`src/wsdf_pkg.sv`:
```
// ----------------------------------------------------------------------------
// wsdf_pkg
// shared types and constants of the websocket frame deframer
// ----------------------------------------------------------------------------
package wsdf_pkg;

    // parse phase
    typedef enum logic [1:0] {
        PH_HDR0 = 2'd0,
        PH_LEN  = 2'd1,
        PH_EXT  = 2'd2,
        PH_PAY  = 2'd3
    } t_phase;

    // result kind
    typedef enum logic [1:0] {
        K_HDR_BYTE = 2'd0,
        K_HDR_DONE = 2'd1,
        K_PAYLOAD  = 2'd2,
        K_REJECT   = 2'd3
    } t_kind;

    localparam logic [3:0] OPC_CLOSE    = 4'd8;
    localparam logic [6:0] LEN_EXT16    = 7'd126;
    localparam logic [6:0] LEN_EXT64    = 7'd127;
    localparam logic [3:0] EXT_BYTES_16 = 4'd2;
    localparam logic [3:0] EXT_BYTES_64 = 4'd8;

    // one result transaction
    typedef struct packed {
        t_kind        kind;
        logic         fin;
        logic [2:0]   reserved_bits;
        logic [3:0]   opcode;
        logic [63:0]  payload_length;
        logic [7:0]   data_byte;
        logic         frame_end;
        logic [15:0]  status_code;
        logic         closed;
    } t_result;

endpackage

```
`src/wsdf_parser.sv`:
```
// ----------------------------------------------------------------------------
// wsdf_parser
// frame parse state and the per-byte result
// ----------------------------------------------------------------------------
module wsdf_parser (
    input  logic              i_clk,
    input  logic              i_rst_n,
    input  logic              i_accept,
    input  logic [7:0]        i_rx_byte,
    output wsdf_pkg::t_result o_result
);
    import wsdf_pkg::*;

    t_phase      r_phase,  n_phase;
    logic [3:0]  r_ext,    n_ext;
    logic [63:0] r_len,    n_len;
    logic [63:0] r_left,   n_left;
    logic        r_fin,    n_fin;
    logic [2:0]  r_rsv,    n_rsv;
    logic [3:0]  r_opcode, n_opcode;
    logic [15:0] r_close,  n_close;
    logic [1:0]  r_pidx,   n_pidx;
    logic        r_closed, n_closed;

    logic        hdr_done;
    t_kind       kind;
    logic [7:0]  data;
    logic        fend;

    always_comb begin
        n_phase  = r_phase;
        n_ext    = r_ext;
        n_len    = r_len;
        n_left   = r_left;
        n_fin    = r_fin;
        n_rsv    = r_rsv;
        n_opcode = r_opcode;
        n_close  = r_close;
        n_pidx   = r_pidx;
        n_closed = r_closed;
        hdr_done = 1'b0;
        kind     = K_HDR_BYTE;
        data     = 8'd0;
        fend     = 1'b0;

        case (r_phase)
            PH_LEN: begin
                n_len = '0;
                if (i_rx_byte[6:0] == LEN_EXT16) begin
                    n_ext   = EXT_BYTES_16;
                    n_phase = PH_EXT;
                end else if (i_rx_byte[6:0] == LEN_EXT64) begin
                    n_ext   = EXT_BYTES_64;
                    n_phase = PH_EXT;
                end else begin
                    n_len    = {57'd0, i_rx_byte[6:0]};
                    hdr_done = 1'b1;
                end
            end
            PH_EXT: begin
                n_len = {r_len[55:0], i_rx_byte};
                n_ext = r_ext - 4'd1;
                if (n_ext == 4'd0) begin
                    hdr_done = 1'b1;
                end
            end
            PH_PAY: begin
                kind = K_PAYLOAD;
                data = i_rx_byte;
                if (r_opcode == OPC_CLOSE) begin
                    if (r_pidx == 2'd0) begin
                        n_close = {i_rx_byte, 8'd0};
                    end else if (r_pidx == 2'd1) begin
                        n_close = {r_close[15:8], i_rx_byte};
                    end
                end
                if (r_pidx != 2'd2) begin
                    n_pidx = r_pidx + 2'd1;
                end
                n_left = r_left - 64'd1;
                if (n_left == 64'd0) begin
                    fend    = 1'b1;
                    n_phase = PH_HDR0;
                end
            end
            default: begin
                if (r_closed) begin
                    kind = K_REJECT;
                end else begin
                    n_fin    = i_rx_byte[7];
                    n_rsv    = i_rx_byte[6:4];
                    n_opcode = i_rx_byte[3:0];
                    n_len    = '0;
                    n_left   = '0;
                    n_close  = '0;
                    n_pidx   = 2'd0;
                    n_ext    = 4'd0;
                    n_phase  = PH_LEN;
                end
            end
        endcase

        // header complete: latch close, start payload or end empty frame
        if (hdr_done) begin
            kind = K_HDR_DONE;
            if (r_opcode == OPC_CLOSE) begin
                n_closed = 1'b1;
            end
            if (n_len == 64'd0) begin
                fend    = 1'b1;
                n_phase = PH_HDR0;
            end else begin
                n_left  = n_len;
                n_phase = PH_PAY;
            end
        end
    end

    always_ff @(posedge i_clk) begin
        if (!i_rst_n) begin
            r_phase  <= PH_HDR0;
            r_ext    <= 4'd0;
            r_len    <= '0;
            r_left   <= '0;
            r_fin    <= 1'b0;
            r_rsv    <= 3'd0;
            r_opcode <= 4'd0;
            r_close  <= 16'd0;
            r_pidx   <= 2'd0;
            r_closed <= 1'b0;
        end else if (i_accept) begin
            r_phase  <= n_phase;
            r_ext    <= n_ext;
            r_len    <= n_len;
            r_left   <= n_left;
            r_fin    <= n_fin;
            r_rsv    <= n_rsv;
            r_opcode <= n_opcode;
            r_close  <= n_close;
            r_pidx   <= n_pidx;
            r_closed <= n_closed;
        end
    end

    always_comb begin
        o_result.kind           = kind;
        o_result.fin            = n_fin;
        o_result.reserved_bits  = n_rsv;
        o_result.opcode         = n_opcode;
        o_result.payload_length = n_len;
        o_result.data_byte      = data;
        o_result.frame_end      = fend;
        o_result.status_code    = n_close;
        o_result.closed         = n_closed;
    end

endmodule

```
`src/wsdf_out_buf.sv`:
```
// ----------------------------------------------------------------------------
// wsdf_out_buf
// result register with a skid stage behind it
// ----------------------------------------------------------------------------
module wsdf_out_buf (
    input  logic              i_clk,
    input  logic              i_rst_n,
    input  logic              i_push,
    input  wsdf_pkg::t_result i_result,
    output logic              o_full,
    output logic              o_valid,
    input  logic              i_stall,
    output wsdf_pkg::t_result o_result
);
    import wsdf_pkg::*;

    logic    r_main_valid;
    logic    r_skid_valid;
    t_result r_main;
    t_result r_skid;
    logic    pop;

    assign pop = r_main_valid && !i_stall;

    always_ff @(posedge i_clk) begin
        if (!i_rst_n) begin
            r_main_valid <= 1'b0;
            r_skid_valid <= 1'b0;
        end else begin
            if (!r_main_valid || pop) begin
                if (r_skid_valid) begin
                    r_main_valid <= 1'b1;
                    r_skid_valid <= 1'b0;
                end else begin
                    r_main_valid <= i_push;
                end
            end else if (i_push) begin
                r_skid_valid <= 1'b1;
            end
        end
    end

    always_ff @(posedge i_clk) begin
        if (!r_main_valid || pop) begin
            if (r_skid_valid) begin
                r_main <= r_skid;
            end else if (i_push) begin
                r_main <= i_result;
            end
        end else if (i_push) begin
            r_skid <= i_result;
        end
    end

    assign o_full   = r_skid_valid;
    assign o_valid  = r_main_valid;
    assign o_result = r_main;

endmodule

```
`src/websocket_frame_deframer_top.sv`:
```
// ----------------------------------------------------------------------------
// websocket_frame_deframer_top
// splits a received byte stream into websocket frames, one result per byte
// ----------------------------------------------------------------------------
//  channel | direction | handshake                 | payload
//  --------+-----------+---------------------------+-----------------------------
//  in      | input     | i_in_valid / o_in_stall   | i_rx_byte
//  out     | output    | o_out_valid / i_out_stall | o_kind .. o_closed (9 fields)
//
//  one byte per cycle sustained while the output does not stall; each input
//  transaction yields exactly one result transaction, set by the parse update
//  reset is synchronous, active low, and returns the parser to the first
//  header byte with the closed flag clear
//  o_in_stall rises only when both the result register and the skid stage
//  hold results; the skid stage takes the transaction accepted during an
//  output stall, and the input is then held until it drains
// ----------------------------------------------------------------------------
module websocket_frame_deframer_top (
    input  logic        i_clk,
    input  logic        i_rst_n,

    // received byte channel
    input  logic        i_in_valid,
    output logic        o_in_stall,
    input  logic [7:0]  i_rx_byte,

    // result channel
    output logic        o_out_valid,
    input  logic        i_out_stall,
    output logic [1:0]  o_kind,
    output logic        o_fin,
    output logic [2:0]  o_reserved_bits,
    output logic [3:0]  o_opcode,
    output logic [63:0] o_payload_length,
    output logic [7:0]  o_data_byte,
    output logic        o_frame_end,
    output logic [15:0] o_status_code,
    output logic        o_closed
);
    import wsdf_pkg::*;

    logic    in_accept;
    logic    buf_full;
    t_result parse_result;
    t_result out_result;

    // an input transaction is taken whenever the skid stage is free
    assign in_accept  = i_in_valid && !buf_full;
    assign o_in_stall = buf_full;

    // header / length / payload state machine, result worked out in the same cycle
    wsdf_parser u_parser (
        .i_clk     (i_clk),
        .i_rst_n   (i_rst_n),
        .i_accept  (in_accept),
        .i_rx_byte (i_rx_byte),
        .o_result  (parse_result)
    );

    // registered result plus skid so that input and output stalls are decoupled
    wsdf_out_buf u_out_buf (
        .i_clk    (i_clk),
        .i_rst_n  (i_rst_n),
        .i_push   (in_accept),
        .i_result (parse_result),
        .o_full   (buf_full),
        .o_valid  (o_out_valid),
        .i_stall  (i_out_stall),
        .o_result (out_result)
    );

    // unpack the result onto the field ports
    assign o_kind           = out_result.kind;
    assign o_fin            = out_result.fin;
    assign o_reserved_bits  = out_result.reserved_bits;
    assign o_opcode         = out_result.opcode;
    assign o_payload_length = out_result.payload_length;
    assign o_data_byte      = out_result.data_byte;
    assign o_frame_end      = out_result.frame_end;
    assign o_status_code    = out_result.status_code;
    assign o_closed         = out_result.closed;

`ifndef SYNTHESIS
    // skid stage only fills behind a held result
    a_skid_behind_main: assert property (@(posedge i_clk) disable iff (!i_rst_n)
        o_in_stall |-> o_out_valid)
        else $error("skid stage full while result register empty");

    // a rejected byte only happens once the connection is closed
    a_reject_when_closed: assert property (@(posedge i_clk) disable iff (!i_rst_n)
        (o_out_valid && o_kind == K_REJECT) |-> o_closed)
        else $error("byte rejected without closed flag");

    // data byte is zero except on payload results
    a_data_only_payload: assert property (@(posedge i_clk) disable iff (!i_rst_n)
        (o_out_valid && o_kind != K_PAYLOAD) |-> (o_data_byte == 8'd0))
        else $error("data byte set outside payload");

    // frame end only on header complete or payload results
    a_frame_end_kind: assert property (@(posedge i_clk) disable iff (!i_rst_n)
        (o_out_valid && o_frame_end) |-> (o_kind == K_HDR_DONE || o_kind == K_PAYLOAD))
        else $error("frame end on wrong result kind");
`endif

endmodule

```
`config.mk`:
```
export PLATFORM = sky130hd
export DESIGN_NAME = websocket_frame_deframer_top
export DESIGN_NICKNAME = d
export VERILOG_FILES = /design/src/wsdf_pkg.sv /design/src/wsdf_parser.sv /design/src/wsdf_out_buf.sv /design/src/websocket_frame_deframer_top.sv
export SDC_FILE = /design/constraint.sdc
export NUM_CORES = 1
export LEC_CHECK = 0
export ABC_AREA = 1
export BUFFER_PORTS_ARGS = -buffer_cell sky130_fd_sc_hd__buf_2
export CORE_UTILIZATION = 65
export CTS_CLUSTER_DIAMETER = 80
export CTS_CLUSTER_SIZE = 25
export DETAILED_ROUTE_END_ITERATION = 7
export PLACE_DENSITY = 0.85
export REMOVE_ABC_BUFFERS = 1
export SYNTH_ARGS = -nofsm -noshare
export SYNTH_HDL_FRONTEND = slang
export SYNTH_SLANG_ARGS = --single-unit
```
`constraint.sdc`:
```
create_clock -name i_clk -period 11 [get_ports i_clk]
set_clock_uncertainty 0.2 [all_clocks]
set_input_delay 1.1 -clock i_clk [delete_from_list [all_inputs] [get_ports i_clk]]
set_output_delay 1.1 -clock i_clk [all_outputs]
set_load 0.05 [all_outputs]
```
==> After elaboration in Yosys (flattened, before gate mapping) <==
Cells that the tools add are included.
{ "op_classes": {"addsub": 3, "n_eq_ne": 16, "mux": 50, "n_bitwise": 4, "reduce_logical": 19} }
{ "ops": {"columns": ["op", "count"], "rows": [
  ["$mux 64", 5],
  ["$mux 100", 2],
  ["$pmux 64 s3", 1],
  ["$logic_not 64->1", 2],
  ["$pmux 64 s2", 1],
  ["$sub 64x1->64 const B", 1],
  ["$mux 16", 3],
  ["$pmux 16 s2", 1],
  ["$mux 2", 10],
  ["$mux 4", 5],
  ["$mux 8", 2],
  ["$eq 7x7->1 const B", 2],
  ["$mux 1", 12],
  ["$pmux 4 s3", 1],
  ["$pmux 2 s2", 2],
  ["$reduce_and 4->1", 2],
  ["$mux 7", 1],
  ["$mux 3", 2],
  ["$ne 3x1->1 const B", 2],
  ["$pmux 2 s3", 1],
  ["$reduce_and 5->1", 1],
  ["$eq 2x1->1 const B", 2],
  ["$eq 2x2->1 const B", 2],
  ["$eq 4x4->1 const B", 1],
  ["other kinds (18)", 28]
]} }
{ "totals": {"ff_bits": 363, "input_bits": 12, "word_cells": 122} }

==> Longest topological paths before layout <==
{ "depth": {"word_depth": 9, "depth_mapped": 20} }

==> Hierarchy <==
From an unflattened synthesis, not the netlist that was laid out.
{ "unflattened": {"hier_cells": 2411, "hier_area_um2": 18753.0} }
{ "modules_own_cells": {"columns": ["mod", "instances", "cells_each", "area_per_inst_um2"], "rows": [
  ["wsdf_parser", 1, 1878, 11265.8],
  ["wsdf_out_buf", 1, 531, 7477.2],
  ["websocket_frame_deframer_top", 1, 2, 10.0]
]} }

==> Worst setup path after synthesis <==
OpenSTA, ideal clock, no wires.
{ "synth_path": {"path_type": "register -> register", "from": "register u_out_buf.r_skid_valid (netlist: u_out_buf.o_full)", "to": "register u_out_buf.r_main, in the netlist u_out_buf.o_result[0], enable pin", "setup_time_ns": 0.592, "arrival_ns": 6.171, "setup_slack_ns": 4.037, "path_stages_with_launch": 5, "n_path_buf": 2, "period_less_slack_ns": 6.963, "cell_sequence": "dfxtp_1 > clkbuf_1 > clkbuf_1 > nor2_1 > a21oi_1"} }
{ "synth_via": {"elab_chain_cells": 4} }
{ "synth_rtl": {"columns": ["element", "line", "text"], "rows": [
  ["start, declared", "wsdf_out_buf.sv:18", "logic r_skid_valid;"],
  ["start signal, assigned", "wsdf_out_buf.sv:28", "r_skid_valid <= 1'b0;"],
  ["start signal, assigned", "wsdf_out_buf.sv:33", "r_skid_valid <= 1'b0;"],
  ["start signal, assigned", "wsdf_out_buf.sv:38", "r_skid_valid <= 1'b1;"],
  ["$logic_not 1->1", "websocket_frame_deframer_top.sv:48", "assign in_accept = i_in_valid && !buf_full;"],
  ["$logic_and 1x1->1", "websocket_frame_deframer_top.sv:48", null],
  ["$reduce_bool 2->1 (no source line) *", null, null],
  ["$reduce_and 2->1 (no source line) *", null, null],
  ["end signal, assigned", "wsdf_out_buf.sv:46", "r_main <= r_skid;"],
  ["end signal, assigned", "wsdf_out_buf.sv:48", "r_main <= i_result;"],
  ["end, declared", "wsdf_out_buf.sv:19", "t_result r_main;"]
]} }
Every way passes the cells marked *; elsewhere a longest branch is shown, timed or not.
A chain may end at the register's enable or synchronous reset.

==> Final worst setup path <==
{ "layout_path": {"from": "register u_parser.r_phase[0]", "to": "register u_parser.r_left[43]"} }
{ "layout_via": {"elab_chain_cells": 5, "word_cells_on_any_way": 10, "classes_between": "3 x eq/ne; 5 x mux; 2 x reduce/logical"} }
{ "layout_rtl": {"columns": ["element", "line", "text"], "rows": [
  ["start, declared", "wsdf_parser.sv:14", "t_phase r_phase, n_phase;"],
  ["start signal, assigned", "wsdf_parser.sv:132", "r_phase <= n_phase;"],
  ["$eq 2x2->1 / $eq 2x1->1 (equally long branches)", "wsdf_parser.sv:46", "case (r_phase)"],
  ["$pmux 64 s3 / $reduce_or 2->1 (equally long branches)", null, null],
  ["$logic_not 64->1 / $pmux 64 s2 (equally long branches)", "wsdf_parser.sv:109, wsdf_parser.sv:46", null],
  ["$mux 64", "wsdf_parser.sv:109", "if (n_len == 64'd0) begin"],
  ["$mux 64 *", "wsdf_parser.sv:104", "if (hdr_done) begin"],
  ["end signal, assigned", "wsdf_parser.sv:135", "r_left <= n_left;"],
  ["end, declared", "wsdf_parser.sv:17", "logic [63:0] r_left, n_left;"]
]} }
Marks and branches as above.

==> metrics.md <==
| Metric | Value |
|---|---|
| Max-slew violation count | `0` |
| IR drop worst, VDD | `0.0001811 V` |
| Fill cells | `2142` |
| Antenna Diode Count | `0` |
| Hold-fix buffers at CTS | `0` |
| Worst hold path startpoint | `u_parser.r_ext[1]$_SDFFE_PN0P_` |
| Area of the multi-input gates | `7302 µm²` |
| Max Root-Sink Buffers | `3` |
| Worst Reg-to-Reg Cells | `16` |
| CTS clk-pin slew, worst paths | `0.10 ns` |
| Internal power | `2.461 mW` |
| Comb pwr share | `0.472` |
| Setup TNS | `0 ns` |
| Least-Margin Pin Slew | `1.325 ns` |
| ANT nets after route | `0` |
| Crit path max-delay family | `simple AND/OR/NAND/NOR gates` |
| Number of DRC markers in iteration 0 | `1665` |
| Register area | `9273 µm²` |
| Final Routed Wirelength | `47950 µm` |
| Die H | `168.4 µm` |
| Hold-critical path endpoint | `u_parser.r_ext[1]$_SDFFE_PN0P_` |
| Via Count | `15730` |
| EDFF count, synth | `200` |
| Worst path bufs/invs | `3` |
| Slowest stage delay, CP | `0.94 ns` |
| # setup viols final | `0` |
| Number of library cell types mapped by synthesis | `35` |
| Largest net degree at the start of global routing | `129` |
| Max Clk Rate | `0.1622 GHz` |
| Fin crit share | `0.5603` |
| HP Class | `reg -> reg` |
| GPL Wtd Cong | `0.9801` |
| Final Hold Viols | `0` |
| Switching Fraction | `0.4488` |
| WHS Path Cells | `2` |
| CTS Buf Count | `18` |
| Die X | `168.4 µm` |
| Sequential share of the synthesized area | `0.5151` |
| Critical path class | `reg -> reg` |
| Layout Nets | `2312` |
| Synth async-reset ratio | `0` |
| CTS sink cnt | `363` |
| Post-route DRC | `0` |
| Crit Path Max Fanout | `128` |
| Area share of the largest cell type after synthesis | `0.3338` |
| CTS resizes | `0` |
| Reg-to-Reg End | `u_parser.r_left[43]$_SDFFE_PN0P_` |
| PD cells | `232.5 nW/µm²` |
| H-Tree Depth | `1` |
| Core footprint | `27030 µm²` |
| #FFs+latches synth | `363` |
| Post-layout util | `0.7106` |
| Clk pwr share | `0.170` |
| Largest area contributor in the netlist | `edfxtp_1` |
| Vias per std cell | `5.953` |
| Drt wl/cell | `18.15 µm` |
| Die ar. | `28350 µm²` |
| Row cnt | `60` |
| Status | `finished clean` |
| Primary FF master, synth | `edfxtp_1` |
| Total track usage | `0.3367` |
| CP Launch Type | `register` |
| Post-Syn Instances | `2256` |
| Share of cells above drive strength 1 | `0.07736` |
| R2r startpoint | `u_parser.r_phase[0]$_SDFFE_PN0P_` |
| Crit. End Element | `register` |
| Cell area after synthesis | `17990 µm²` |
| Headroom to the max-slew limit | `0.1144` |
| Initial antenna violation count | `0` |
| Crit-path cells | `inv_1 > ha_1 > nor2_4 > buf_4 > inv_2 > nand2_1 > a22oi_1 > nand3_1 > nor2_1 > nand2_1 > nor2_1 > nand3_2 > nand2_4 > nand3_1 > o211ai_1 > a21oi_1` |
| Vias in the first global route | `14770` |
| Area contributors post-synth | `edfxtp_1 33%, dfxtp_1 18%, nand2_1 13%, inv_1 5.3%, nor2_1 4.6%` |
| Final Critical Period | `6.164 ns` |
| Total of max-cap violations | `0` |
| Warnings from Yosys | `0` |
| Reg power frac | `0.358` |
| Clk Latency, worst-skew pair | `0.54 ns` |
| I/O Buffers | `113` |
| Req. time, crit path | `11.18 ns` |
| First-pass GRT wire length | `76000 µm` |
| Total congestion overflow | `0` |
| Clock Tree Root | `clkbuf_16` |
| Post-CTS Setup Repair Bufs | `0` |
| Initial Util | `0.6658` |
| CTS tree | `yes` |
| Area Overhead vs Synth | `6.717%` |
| CP max stage cell | `a22oi_1` |
| Non-filler cells, final | `2642` |
| Cells after DPL | `2610` |
| Num ports | `114` |
| Drt first pass iters | `8` |
| Worst R2R Setup Slack | `4.84 ns` |
| Net switching power | `2.004 mW` |
| Placed wire-length estimate | `33290 µm` |
| Most frequent cell after synthesis | `nand2_1` |
| Synth Area per Inst | `7.976 µm²` |
| Worst Path Arrival | `6.34 ns` |
| Most instantiated cells after synthesis | `631 x nand2_1, 255 x inv_1, 222 x nor2_1` |
| RSZ-0062 raised after global routing | `false` |
| Pleak | `8.987 nW` |
==> how the worst max path moves through the flow <==
stage / start / endpoint / slack, ns / depth (start not counted)
CTS: u_parser.r_phase[0]$_SDFFE_PN0P_ / u_parser.r_left[8]$_SDFFE_PN0P_ / 5.00 / 15
global route: u_parser.r_phase[1]$_SDFFE_PN0P_ / u_parser.r_left[11]$_SDFFE_PN0P_ / 4.34 / 16
global placement: u_parser.r_phase[0]$_SDFFE_PN0P_ / u_parser.r_left[4]$_SDFFE_PN0P_ / 5.25 / 15
detailed placement: u_parser.r_phase[0]$_SDFFE_PN0P_ / u_parser.r_left[8]$_SDFFE_PN0P_ / 5.02 / 15
floorplan: u_out_buf.o_full$_SDFFE_PP0P_ / u_out_buf.r_skid[0]$_DFFE_PP_ / -3.61 / 3
finish: u_parser.r_phase[0]$_SDFFE_PN0P_ / u_parser.r_left[43]$_SDFFE_PN0P_ / 4.84 / 16
==> power groups by stage <==
stage	combinational (mW)	clock, mW	sequential [mW]
2_1_floorplan	1.40	0	1.73
3_3_place_gp	2.03	0	1.62
3_5_place_dp	2.07	0	1.63
4_1_cts	2.08	0.766	1.60
5_1_grt	2.35	0.811	1.61
6_report	2.11	0.760	1.60
==> metal layers <==
| metal | vias to the layer above | global-route usage | part of all wire |
|---|---|---|---|
| li1 | 7545 | - | - |
| met1 | 7314 | 0.4297 | 0.40 |
| met2 | 734 | 0.5813 | 0.48 |
| met3 | 136 | 0.03996 | 0.073 |
| met4 | 0 | 0.1407 | 0.043 |
| met5 | - | 0 | 0 |
==> tightest hold or removal path: stages, from the launching register on <==
cell and delay, ns:
dfxtp_1 0.33, nand2_1 0.06, a21oi_1 0.06
==> state kept, by name, summed over array words and instances, names as in the netlist <==
register,count
u_parser.r_rsv,3
u_parser.r_pidx,2
u_parser.r_left,64
u_parser.r_len,64
u_out_buf.o_result,100
u_parser.r_closed,1
u_parser.r_ext,4
u_out_buf.o_full,1
u_out_buf.o_valid,1
u_parser.r_close,16
u_out_buf.r_skid,100
u_parser.r_fin,1
u_parser.r_opcode,4
u_parser.r_phase,2
==> cells in the final DEF (no fill, tap or decap), types with 6 or more instances in the layout <==
cell         n
nand2_1    630
inv_1      253
nor2_1     219
edfxtp_1   200
dfxtp_1    162
a21oi_1    160
o21ai_0    156
buf_2      113
o211ai_1    68
a22oi_1     65
o22ai_1     45
nand3_1     45
nand3b_1    25
xor2_1      24
clkbuf_16   19
buf_4       15
ha_1        11
clkbuf_1    11
nor3_1      10
xnor2_1      8
nand4_1      8
or2_2        7
inv_2        6
o21ai_1      6
==> cells by family (layout without fill, tap and decap cells) <==
kind of cell	after synthesis	after routing	share of synthesized area
compound gates	513	513	0.1658
xor+xnor	32	32	0.01558
fa+ha+maj	11	11	0.007648
buf+inv	376	421	0.08205
flops	363	363	0.5151
simple gates	961	961	0.2138
==> per-stage QoR <==
stage	area, µm²	power (mW)	hold slack (ns)	setup WS (ns)
after floorplan	17500	3.130	0.2568	-3.611
after global routing	19200	4.770	0.3218	4.345
after global placement	18660	3.654	0.2743	5.250
after detailed placement	18660	3.692	0.2798	5.023
final	19200	4.465	0.2924	4.836
after CTS	19200	4.442	0.2933	5.001
==> cell type report <==
| cell class | instances | share of cell area |
|---|---|---|
| clock buffer | 31 | 0.02730 |
| clock inverter | 1 | 0.0008470 |
| inverter | 261 | 0.05121 |
| multi-input combinational | 1517 | 0.3802 |
| sequential | 363 | 0.4829 |
| tap | 341 | 0.02222 |
| timing repair buffer | 128 | 0.03531 |
No activity file was read; power rests on OpenSTA's default activity.
